`src/rtl/dnsa_pkg.sv`:
```
// Package for the DNS A-record response parser.
// Holds the field widths, status codes and parse phase codes.
// No dependencies; every other file of the block imports it.
`default_nettype none

package dnsa_pkg;

  // Field widths of the byte and result channels.
  localparam int unsigned ByteW   = 8;
  localparam int unsigned StatusW = 3;
  localparam int unsigned AddrW   = 32;
  localparam int unsigned TxidW   = 16;

  // Result status codes.
  localparam logic [StatusW-1:0] ST_FOUND     = 3'd0;
  localparam logic [StatusW-1:0] ST_BAD_ID    = 3'd1;
  localparam logic [StatusW-1:0] ST_BAD_FLAGS = 3'd2;
  localparam logic [StatusW-1:0] ST_BAD_LABEL = 3'd3;
  localparam logic [StatusW-1:0] ST_TRUNCATED = 3'd4;
  localparam logic [StatusW-1:0] ST_NO_A      = 3'd5;

  // Outcome register: zero while undecided, otherwise status plus one.
  localparam logic [StatusW-1:0] OUTC_NONE = 3'd0;

  // Parse phases.
  localparam int unsigned PhaseW = 4;
  localparam logic [PhaseW-1:0] PH_HEADER  = 4'd0;
  localparam logic [PhaseW-1:0] PH_Q_NAME  = 4'd1;
  localparam logic [PhaseW-1:0] PH_Q_LABEL = 4'd2;
  localparam logic [PhaseW-1:0] PH_Q_PTR   = 4'd3;
  localparam logic [PhaseW-1:0] PH_Q_FIX   = 4'd4;
  localparam logic [PhaseW-1:0] PH_A_NAME  = 4'd5;
  localparam logic [PhaseW-1:0] PH_A_LABEL = 4'd6;
  localparam logic [PhaseW-1:0] PH_A_PTR   = 4'd7;
  localparam logic [PhaseW-1:0] PH_A_FIX   = 4'd8;
  localparam logic [PhaseW-1:0] PH_A_SKIP  = 4'd9;
  localparam logic [PhaseW-1:0] PH_A_ADDR  = 4'd10;

  // Header and record layout.
  localparam logic [3:0] HDR_LAST_IDX   = 4'd11;
  localparam logic [3:0] QFIX_LAST_IDX  = 4'd3;
  localparam logic [3:0] AFIX_LAST_IDX  = 4'd9;
  localparam logic [TxidW-1:0] TXID_RESET = 16'hB10B;
  localparam logic [15:0] RR_TYPE_A     = 16'd1;
  localparam logic [15:0] RR_CLASS_IN   = 16'd1;
  localparam logic [15:0] RDLEN_IPV4    = 16'd4;
  localparam logic [5:0]  LABEL_MAX     = 6'd63;

  // Map a status onto the outcome register encoding.
  function automatic logic [StatusW-1:0] outcome_of(logic [StatusW-1:0] status);
    return status + 3'd1;
  endfunction

endpackage

`default_nettype wire

```
`src/rtl/dnsa_in_if.sv`:
```
// Byte channel of the DNS A-record response parser.
// Carries one message byte and its last-byte mark; depends on dnsa_pkg.
`default_nettype none

interface dnsa_in_if;
  import dnsa_pkg::*;

  logic             valid;
  logic             ready;
  logic [ByteW-1:0] data_byte;
  logic             last_byte;

  modport source (output valid, output data_byte, output last_byte, input ready);
  modport sink   (input valid, input data_byte, input last_byte, output ready);
endinterface

`default_nettype wire

```
`src/rtl/dnsa_res_if.sv`:
```
// Result channel of the DNS A-record response parser.
// Carries the status and the captured address; depends on dnsa_pkg.
`default_nettype none

interface dnsa_res_if;
  import dnsa_pkg::*;

  logic               valid;
  logic               ready;
  logic [StatusW-1:0] status;
  logic [AddrW-1:0]   ipv4_address;

  modport source (output valid, output status, output ipv4_address, input ready);
  modport sink   (input valid, input status, input ipv4_address, output ready);
endinterface

`default_nettype wire

```
`src/rtl/dns_a_record_response_parser_core.sv`:
```
// DNS A-record response parser: one byte per item, one result per message.
// The result of a message is registered: it appears in the cycle after its last byte is taken.
// Throughput: one byte per cycle; the byte walker holds its whole state in registers.
// A byte waits while a result sits in the result register untaken; a result taken
// in the same cycle frees the register for the next byte.
// Reset (rst_ni low, asynchronous) clears the parse state and the result register
// and sets the expected transaction id to 0xB10B.
`default_nettype none

module dns_a_record_response_parser_core (
  input  wire logic                        clk_i,
  input  wire logic                        rst_ni,
  input  wire logic                        cfg_we_i,
  input  wire logic [dnsa_pkg::TxidW-1:0]  cfg_wdata_i,
  dnsa_in_if.sink                          in_i,
  dnsa_res_if.source                       res_o
);
  import dnsa_pkg::*;

  // Configuration register.
  logic [TxidW-1:0] txid_q;

  // Parse state.
  logic [PhaseW-1:0]  phase_q, phase_d;
  logic [3:0]         hdr_idx_q, hdr_idx_d;
  logic [15:0]        q_left_q, q_left_d;
  logic [15:0]        a_left_q, a_left_d;
  logic [5:0]         label_left_q, label_left_d;
  logic [3:0]         fix_idx_q, fix_idx_d;
  logic [15:0]        rtype_q, rtype_d;
  logic [15:0]        rclass_q, rclass_d;
  logic [15:0]        rdata_left_q, rdata_left_d;
  logic [AddrW-1:0]   addr_q, addr_d;
  logic [StatusW-1:0] outc_q, outc_d;

  // Result register.
  logic               res_valid_q;
  logic [StatusW-1:0] res_status_q, res_status_d;
  logic [AddrW-1:0]   res_addr_q, res_addr_d;

  logic             in_acc;
  logic [ByteW-1:0] b;
  logic             item_done;

  assign b         = in_i.data_byte;
  assign in_i.ready = !res_valid_q || res_o.ready;
  assign in_acc    = in_i.valid && in_i.ready;

  // Configuration write.
  always_ff @(posedge clk_i or negedge rst_ni) begin
    if (!rst_ni) begin
      txid_q <= TXID_RESET;
    end else if (cfg_we_i) begin
      txid_q <= cfg_wdata_i;
    end
  end

  // Byte walker: next parse state for the byte at the input.
  always_comb begin
    phase_d      = phase_q;
    hdr_idx_d    = hdr_idx_q;
    q_left_d     = q_left_q;
    a_left_d     = a_left_q;
    label_left_d = label_left_q;
    fix_idx_d    = fix_idx_q;
    rtype_d      = rtype_q;
    rclass_d     = rclass_q;
    rdata_left_d = rdata_left_q;
    addr_d       = addr_q;
    outc_d       = outc_q;
    item_done    = 1'b0;

    if (outc_q == OUTC_NONE) begin
      unique case (phase_q) inside
        PH_HEADER: begin
          case (hdr_idx_q)
            4'd0: rtype_d = {b, 8'h00};
            4'd1: begin
              rtype_d = {rtype_q[15:8], b};
              if ({rtype_q[15:8], b} != txid_q) outc_d = outcome_of(ST_BAD_ID);
            end
            4'd2: if (!b[7]) outc_d = outcome_of(ST_BAD_FLAGS);
            4'd3: if (b[3:0] != 4'h0) outc_d = outcome_of(ST_BAD_FLAGS);
            4'd4: q_left_d = {b, 8'h00};
            4'd5: q_left_d = {q_left_q[15:8], b};
            4'd6: a_left_d = {b, 8'h00};
            4'd7: a_left_d = {a_left_q[15:8], b};
            default: ;
          endcase
          // The index stops where an error is decided.
          if (outc_d == OUTC_NONE) begin
            if (hdr_idx_q >= HDR_LAST_IDX) begin
              rtype_d   = 16'h0000;
              item_done = 1'b1;
            end else begin
              hdr_idx_d = hdr_idx_q + 4'd1;
            end
          end
        end
        PH_Q_NAME, PH_A_NAME: begin
          if (b[7:6] == 2'b11) begin
            phase_d = (phase_q == PH_Q_NAME) ? PH_Q_PTR : PH_A_PTR;
          end else if (b == 8'h00) begin
            phase_d   = (phase_q == PH_Q_NAME) ? PH_Q_FIX : PH_A_FIX;
            fix_idx_d = 4'd0;
          end else if (b > {2'b00, LABEL_MAX}) begin
            outc_d = outcome_of(ST_BAD_LABEL);
          end else begin
            label_left_d = b[5:0];
            phase_d      = (phase_q == PH_Q_NAME) ? PH_Q_LABEL : PH_A_LABEL;
          end
        end
        PH_Q_LABEL, PH_A_LABEL: begin
          label_left_d = label_left_q - 6'd1;
          if (label_left_q == 6'd1) begin
            phase_d = (phase_q == PH_Q_LABEL) ? PH_Q_NAME : PH_A_NAME;
          end
        end
        PH_Q_PTR, PH_A_PTR: begin
          phase_d   = (phase_q == PH_Q_PTR) ? PH_Q_FIX : PH_A_FIX;
          fix_idx_d = 4'd0;
        end
        PH_Q_FIX: begin
          if (fix_idx_q >= QFIX_LAST_IDX) begin
            q_left_d  = q_left_q - 16'd1;
            item_done = 1'b1;
          end else begin
            fix_idx_d = fix_idx_q + 4'd1;
          end
        end
        PH_A_FIX: begin
          case (fix_idx_q)
            4'd0: rtype_d      = {b, 8'h00};
            4'd1: rtype_d      = {rtype_q[15:8], b};
            4'd2: rclass_d     = {b, 8'h00};
            4'd3: rclass_d     = {rclass_q[15:8], b};
            4'd8: rdata_left_d = {b, 8'h00};
            4'd9: rdata_left_d = {rdata_left_q[15:8], b};
            default: ;
          endcase
          if (fix_idx_q < AFIX_LAST_IDX) begin
            fix_idx_d = fix_idx_q + 4'd1;
          end else if (rtype_d == RR_TYPE_A && rclass_d == RR_CLASS_IN &&
                       rdata_left_d == RDLEN_IPV4) begin
            addr_d  = '0;
            phase_d = PH_A_ADDR;
          end else if (rdata_left_d == 16'd0) begin
            a_left_d  = a_left_q - 16'd1;
            item_done = 1'b1;
          end else begin
            phase_d = PH_A_SKIP;
          end
        end
        PH_A_SKIP: begin
          rdata_left_d = rdata_left_q - 16'd1;
          if (rdata_left_q == 16'd1) begin
            a_left_d  = a_left_q - 16'd1;
            item_done = 1'b1;
          end
        end
        PH_A_ADDR: begin
          addr_d       = {addr_q[AddrW-ByteW-1:0], b};
          rdata_left_d = rdata_left_q - 16'd1;
          if (rdata_left_q == 16'd1) outc_d = outcome_of(ST_FOUND);
        end
        default: begin
          phase_d      = PH_HEADER;
          hdr_idx_d    = 4'd0;
          q_left_d     = 16'd0;
          a_left_d     = 16'd0;
          label_left_d = 6'd0;
          fix_idx_d    = 4'd0;
          rtype_d      = 16'd0;
          rclass_d     = 16'd0;
          rdata_left_d = 16'd0;
          addr_d       = '0;
          outc_d       = OUTC_NONE;
        end
      endcase

      // Move on to the next question or answer, or decide that none matched.
      if (item_done) begin
        fix_idx_d = 4'd0;
        if (q_left_d != 16'd0) begin
          phase_d = PH_Q_NAME;
        end else if (a_left_d != 16'd0) begin
          phase_d = PH_A_NAME;
        end else begin
          outc_d = outcome_of(ST_NO_A);
        end
      end
    end
  end

  // Result of a message, formed from the state after its last byte.
  always_comb begin
    res_status_d = (outc_d != OUTC_NONE) ? (outc_d - 3'd1) : ST_TRUNCATED;
    res_addr_d   = (res_status_d == ST_FOUND) ? addr_d : '0;
  end

  // Parse state registers; a last byte returns them to the start of a message.
  always_ff @(posedge clk_i or negedge rst_ni) begin
    if (!rst_ni) begin
      phase_q      <= PH_HEADER;
      hdr_idx_q    <= 4'd0;
      q_left_q     <= 16'd0;
      a_left_q     <= 16'd0;
      label_left_q <= 6'd0;
      fix_idx_q    <= 4'd0;
      rtype_q      <= 16'd0;
      rclass_q     <= 16'd0;
      rdata_left_q <= 16'd0;
      addr_q       <= '0;
      outc_q       <= OUTC_NONE;
    end else if (in_acc) begin
      if (in_i.last_byte) begin
        phase_q      <= PH_HEADER;
        hdr_idx_q    <= 4'd0;
        q_left_q     <= 16'd0;
        a_left_q     <= 16'd0;
        label_left_q <= 6'd0;
        fix_idx_q    <= 4'd0;
        rtype_q      <= 16'd0;
        rclass_q     <= 16'd0;
        rdata_left_q <= 16'd0;
        addr_q       <= '0;
        outc_q       <= OUTC_NONE;
      end else begin
        phase_q      <= phase_d;
        hdr_idx_q    <= hdr_idx_d;
        q_left_q     <= q_left_d;
        a_left_q     <= a_left_d;
        label_left_q <= label_left_d;
        fix_idx_q    <= fix_idx_d;
        rtype_q      <= rtype_d;
        rclass_q     <= rclass_d;
        rdata_left_q <= rdata_left_d;
        addr_q       <= addr_d;
        outc_q       <= outc_d;
      end
    end
  end

  // Result valid flag.
  always_ff @(posedge clk_i or negedge rst_ni) begin
    if (!rst_ni) begin
      res_valid_q <= 1'b0;
    end else if (in_acc && in_i.last_byte) begin
      res_valid_q <= 1'b1;
    end else if (res_o.ready) begin
      res_valid_q <= 1'b0;
    end
  end

  // Result payload.
  always_ff @(posedge clk_i or negedge rst_ni) begin
    if (!rst_ni) begin
      res_status_q <= ST_FOUND;
      res_addr_q   <= '0;
    end else if (in_acc && in_i.last_byte) begin
      res_status_q <= res_status_d;
      res_addr_q   <= res_addr_d;
    end
  end

  assign res_o.valid        = res_valid_q;
  assign res_o.status       = res_status_q;
  assign res_o.ipv4_address = res_addr_q;

  // A last byte always brings the parser back to the header phase with a result.
  a_restart: assert property (@(posedge clk_i) disable iff (!rst_ni)
    in_acc && in_i.last_byte |=> phase_q == PH_HEADER && hdr_idx_q == 4'd0 &&
                                 outc_q == OUTC_NONE && res_o.valid)
    else $error("parser did not restart after the last byte");

  // The address is zero for every status other than found.
  a_addr_zero: assert property (@(posedge clk_i) disable iff (!rst_ni)
    res_o.valid && res_o.status != ST_FOUND |-> res_o.ipv4_address == '0)
    else $error("address is not zero on a failed lookup");

  // Once decided, the walker ignores the rest of the message.
  a_decided_hold: assert property (@(posedge clk_i) disable iff (!rst_ni)
    outc_q != OUTC_NONE && in_acc && !in_i.last_byte |=>
      phase_q == $past(phase_q) && outc_q == $past(outc_q) && addr_q == $past(addr_q))
    else $error("parse state changed after the outcome was decided");

endmodule

`default_nettype wire

```
`src/flat_wrapper.sv`:
```
// flat-port wrapper written by rule: the top's interface ports become plain ports
module dns_a_record_response_parser_core_flat import dnsa_pkg::*;
  (clk_i, rst_ni, cfg_we_i, cfg_wdata_i, in_i_valid, in_i_data_byte, in_i_last_byte, in_i_ready, res_o_valid, res_o_status, res_o_ipv4_address, res_o_ready);
  dnsa_in_if in_i_i ();
  dnsa_res_if res_o_i ();
  input  wire logic clk_i;
  input  wire logic rst_ni;
  input  wire logic cfg_we_i;
  input  wire logic [dnsa_pkg::TxidW-1:0] cfg_wdata_i;
  input wire logic [$bits(in_i_i.valid)-1:0] in_i_valid;
  input wire logic [$bits(in_i_i.data_byte)-1:0] in_i_data_byte;
  input wire logic [$bits(in_i_i.last_byte)-1:0] in_i_last_byte;
  output wire logic [$bits(in_i_i.ready)-1:0] in_i_ready;
  output wire logic [$bits(res_o_i.valid)-1:0] res_o_valid;
  output wire logic [$bits(res_o_i.status)-1:0] res_o_status;
  output wire logic [$bits(res_o_i.ipv4_address)-1:0] res_o_ipv4_address;
  input wire logic [$bits(res_o_i.ready)-1:0] res_o_ready;
  assign in_i_i.valid = in_i_valid;
  assign in_i_i.data_byte = in_i_data_byte;
  assign in_i_i.last_byte = in_i_last_byte;
  assign in_i_ready = in_i_i.ready;
  assign res_o_valid = res_o_i.valid;
  assign res_o_status = res_o_i.status;
  assign res_o_ipv4_address = res_o_i.ipv4_address;
  assign res_o_i.ready = res_o_ready;
  dns_a_record_response_parser_core u_core (.clk_i(clk_i), .rst_ni(rst_ni), .cfg_we_i(cfg_we_i), .cfg_wdata_i(cfg_wdata_i), .in_i(in_i_i), .res_o(res_o_i));
endmodule
```
`config.mk`:
```
export PLATFORM = sky130hd
export DESIGN_NAME = dns_a_record_response_parser_core_flat
export DESIGN_NICKNAME = d
export VERILOG_FILES = /design/src/rtl/dnsa_pkg.sv /design/src/rtl/dnsa_in_if.sv /design/src/rtl/dnsa_res_if.sv /design/src/rtl/dns_a_record_response_parser_core.sv /design/src/flat_wrapper.sv
export SDC_FILE = /design/constraint.sdc
export NUM_CORES = 1
export LEC_CHECK = 0
export BUFFER_PORTS_ARGS = -buffer_cell sky130_fd_sc_hd__buf_2
export CAP_MARGIN = 40
export CORE_ASPECT_RATIO = 1.75
export CORE_UTILIZATION = 60
export DETAILED_ROUTE_END_ITERATION = 12
export PLACE_DENSITY = 0.79
export SYNTH_ARGS = -nofsm -noshare
export SYNTH_HDL_FRONTEND = slang
export SYNTH_SLANG_ARGS = --single-unit
```
`constraint.sdc`:
```
create_clock -name clk_i -period 11 [get_ports clk_i]
set_input_delay 2.2 -clock clk_i [delete_from_list [all_inputs] [get_ports clk_i]]
set_output_delay 2.2 -clock clk_i [all_outputs]
set_load 0.01 [all_outputs]
```
==> Implementation_results.wiki <==
{| class="wikitable"
! Metric !! Value
|-
| Relative max-transition margin || between 40% and 50%
|-
| Maximum number of pins on one net before global-route repair || 109
|-
| Shortest clock period the worst path allows after layout || around 5.7 ns
|-
| Placement-stage cell area || about 12000 um2
|-
| Final slew viol count || 0
|-
| Skew-Pair Late Insertion Delay || roughly 0.45 ns
|-
| Data arrival time of the critical path || around 6 ns
|-
| Horizontal die dimension || ~110 um
|-
| Internal power summed over all cells || ~1.2 mW
|-
| Sort of element at the end of the critical path || register
|-
| Per-cell via count in the routed design || approximately 7
|-
| Highest net fanout along the worst path || 22
|-
| Sw Ratio || a little under a third
|-
| Total inserted antenna cells || 0
|-
| Setup TNS after final layout || 0 ns
|-
| Detailed Route Iter0 Violations || roughly 1.1k
|-
| Most frequent cells in the layout || 178 x dfrtp_1, 130 x nand2_1, 125 x o21ai_0, 91 x a22oi_1, 84 x a22o_1
|-
| Buffer count from post-CTS setup fixing || 0
|-
| Detail-routed net length per standard cell || 23.3 um
|-
| Clock edge transition at the registers on the reported setup and hold paths || roughly 0.07 ns
|-
| Num Clock Sinks || 185
|-
| Area of all placed cells without fillers || between 10000 and 15000 um2
|-
| Share of flip-flops with an asynchronous set or reset after synthesis || 100%
|-
| Worst voltage drop across the vdd grid || 0.115 mV
|-
| Final worst-path cycle share || between 50 and 60%
|-
| Post-synthesis cell count || around 1.3k
|-
| Number of iterations in the first detailed-routing pass || 7
|-
| Type of the worst min-delay path || reg -> reg
|-
| Syn_area_per_cell || 8.93 um2
|-
| Tightest Pin Transition || ~0.88 ns
|-
| I/O pin count || 67
|-
| Deepest level of the CTS H-tree || 4
|-
| Prevailing post-synth register cell || dfrtp_1
|-
| Proportion of layout cells with a drive suffix above 1 || around 14%
|-
| Clock tree skew after final layout || approximately 0.013 ns
|-
| Placed wire-length estimate || about 25000 um
|-
| Die Y-Extent || around 180 um
|-
| Sw power || 0.521 mW
|-
| Clock tree from TritonCTS || done
|-
| Area inside the core boundary || approximately 18000 um2
|-
| Root buf cell || clkbuf_16
|-
| Status || complete, no violations
|-
| Total nets after synthesis || 1311
|-
| Mapped cell area || 11300 um2
|-
| Leading cell type in the layout, fill and taps excluded || dfrtp_1
|-
| Post-synth EDFFs || 0
|-
| Drc violations || 0
|-
| Number of antenna violations at the first check in global routing || 0
|-
| Post-synthesis cell type count || 86
|-
| Initial core utilization || about three fifths
|-
| Total of endpoints with negative setup slack in the final report || 0
|-
| Overall routing resource usage || 37.6%
|-
| Cell types occupying the most area after synthesis || dfrtp_1 39%, a22o_1 6.5%, a22oi_1 6.0%
|-
| Vias in the first global route || between 10k and 15k
|-
| Number of buffers created by CTS || 17
|-
| Sequential fraction of the synthesis area || 41.0%
|-
| Worst Setup Start Kind || input port
|-
| Number of instances in the placed design || 1496
|-
| Combinational cell fraction of total power || a little under a fifth
|-
| Via count of the routed design || 10.9k
|-
| Clk pwr share || 38.6%
|-
| Share of the synthesized area in the top cell type || 39.4%
|-
| Final cell count without fillers || around 1.5k
|-
| Power density normalized to cell area || 139 nW/um2
|-
| First-pass GRT wire length || between 50000 and 60000 um
|-
| Total congestion overflow after global routing || 0
|-
| Power share of the sequential group || between 40 and 50%
|-
| Post-CTS Resized || 0
|-
| Port Buffer Count || 66
|-
| Nets@finish || 1321
|-
| Full die area || approximately 19000 um2
|-
| Post-route setup slack || around 5.3 ns
|-
| Syn-to-layout area delta || 9.68%
|-
| CTS Hold Buffers Added || 0
|-
| Antenna-violating nets left || 0
|-
| Worst-case clock buffer depth || 2
|-
| Aggregate routed wire length || 35600 um
|-
| Number of register bits inferred by synthesis || ~190
|-
| Max Clk Rate || between 150 and 200 MHz
|-
| Max capacitance violation total || 0
|-
| Pre-CTS WS || roughly 5 ns
|-
| Required time of the critical path || around 11 ns
|-
| Final hold violation count || 0
|-
| Final weighted congestion of routability-driven global placement || 0.971
|-
| Post-synth top area cell || dfrtp_1
|-
| Unrepaired setup endpoints after global routing || no
|-
| Count of warnings emitted by yosys || 0
|-
| Kind of critical path || in -> reg
|-
| Leakage power || between 5 and 6 nW
|-
| Std-Cell Rows || 66
|}
-- metal layers --
layer  track usage, %  vias to the layer above  part of all wire [%]
li1                 -                     4837                     -
met1             41.9                     5228                    36
met2             65.5                      614                    50
met3             5.85                      181                   6.4
met4             25.8                        0                   6.9
met5                0                        -                     0
-- path summary, 6_finish.rpt --
path / startpoint / to / slack, ns / depth (start not counted)
max in group asynchronous: rst_ni / u_core.txid_q[15] / 7.88 / 3
max: in_i_data_byte[1] / u_core.res_o.status[0] / 5.35 / 11
max reg2reg: u_core.phase_q[3] / u_core.res_o.status[0] / 6.31 / 9
min reg2reg: u_core.res_o.ipv4_address[7] / u_core.res_o.ipv4_address[7] / 0.47 / 2
min: u_core.res_o.ipv4_address[7] / u_core.res_o.ipv4_address[7] / 0.47 / 2
min in group asynchronous: rst_ni / u_core.res_o.ipv4_address[28] / 1.83 / 1
-- layout make-up --
cell class	instances	area, um2
inverter	33	124
tap	238	298
clock inverter	12	186
timing repair buffer	96	601
multi-input combinational	944	6120
clock buffer	20	437
sequential	185	4640
fill	1594	6090
-- Yosys cell counts, types with 17 or more instances --
cell type / instances
dfrtp_1: 178
nand2_1: 130
o21ai_0: 125
a22oi_1: 91
a22o_1: 84
clkbuf_1: 84
nor2_1: 73
a21oi_1: 39
nor3_1: 37
o22ai_1: 35
inv_1: 33
xor2_1: 27
nor4_1: 23
nand3_1: 21
mux2_2: 17
-- logic make-up after synthesis --
family / Yosys count / synth area share, %
buffers and inverters: 138 / 4.95
multiplexers: 21 / 2.05
flip-flops: 185 / 41.0
adder cells (fa/ha/maj): 14 / 1.55
AO/OA/AOI/OAI: 489 / 30.5
AND/OR/NAND/NOR: 386 / 17.3
XOR/XNOR: 34 / 2.63
-- metrics by stage --
| step | hold slack [ns] | power, mW | util (%) |
|---|---|---|---|
| floorplan | 0.458 | 0.958 | - |
| global placement | 0.457 | 1.05 | 63.0 |
| detailed placement | 0.465 | 1.06 | 63.7 |
| CTS | 0.480 | 1.72 | 67.1 |
| global route | 0.505 | 1.78 | 67.1 |
| finish | 0.470 | 1.72 | 67.1 |
-- flip-flops by register name, summed over array words and instances (netlist names) --
signal and count:
u_core.phase_q 4, u_core.res_o.valid 1, u_core.res_o.status 3, u_core.a_left_q 16, u_core.q_left_q 16, u_core.rtype_q 16
u_core.hdr_idx_q 4, u_core.label_left_q 6, u_core.rdata_left_q 16, u_core.rclass_q 16, u_core.outc_q 3, u_core.res_o.ipv4_address 32
u_core.addr_q 32, u_core.fix_idx_q 4, u_core.txid_q 16
-- worst max-delay path: stages --
cell and delay [ns]:
buf_2 0.51, nor4_1 0.20, a41o_1 0.31, o2111a_1 0.27, a31oi_1 0.58, buf_4 0.26
o221a_2 0.21, nand4_1 0.09, or4_4 0.56, or4_4 0.55, a221oi_2 0.24
-- power groups by stage --
| stage | registers, mW | logic (mW) | clock network [mW] |
|---|---|---|---|
| 6_report | 0.743 | 0.314 | 0.665 |
| 5_1_grt | 0.746 | 0.339 | 0.692 |
| 4_1_cts | 0.742 | 0.306 | 0.671 |
| 3_5_place_dp | 0.755 | 0.303 | 0 |
| 3_3_place_gp | 0.753 | 0.297 | 0 |
| 2_1_floorplan | 0.748 | 0.210 | 0 |
No activity file was read; power rests on OpenSTA's default activity.
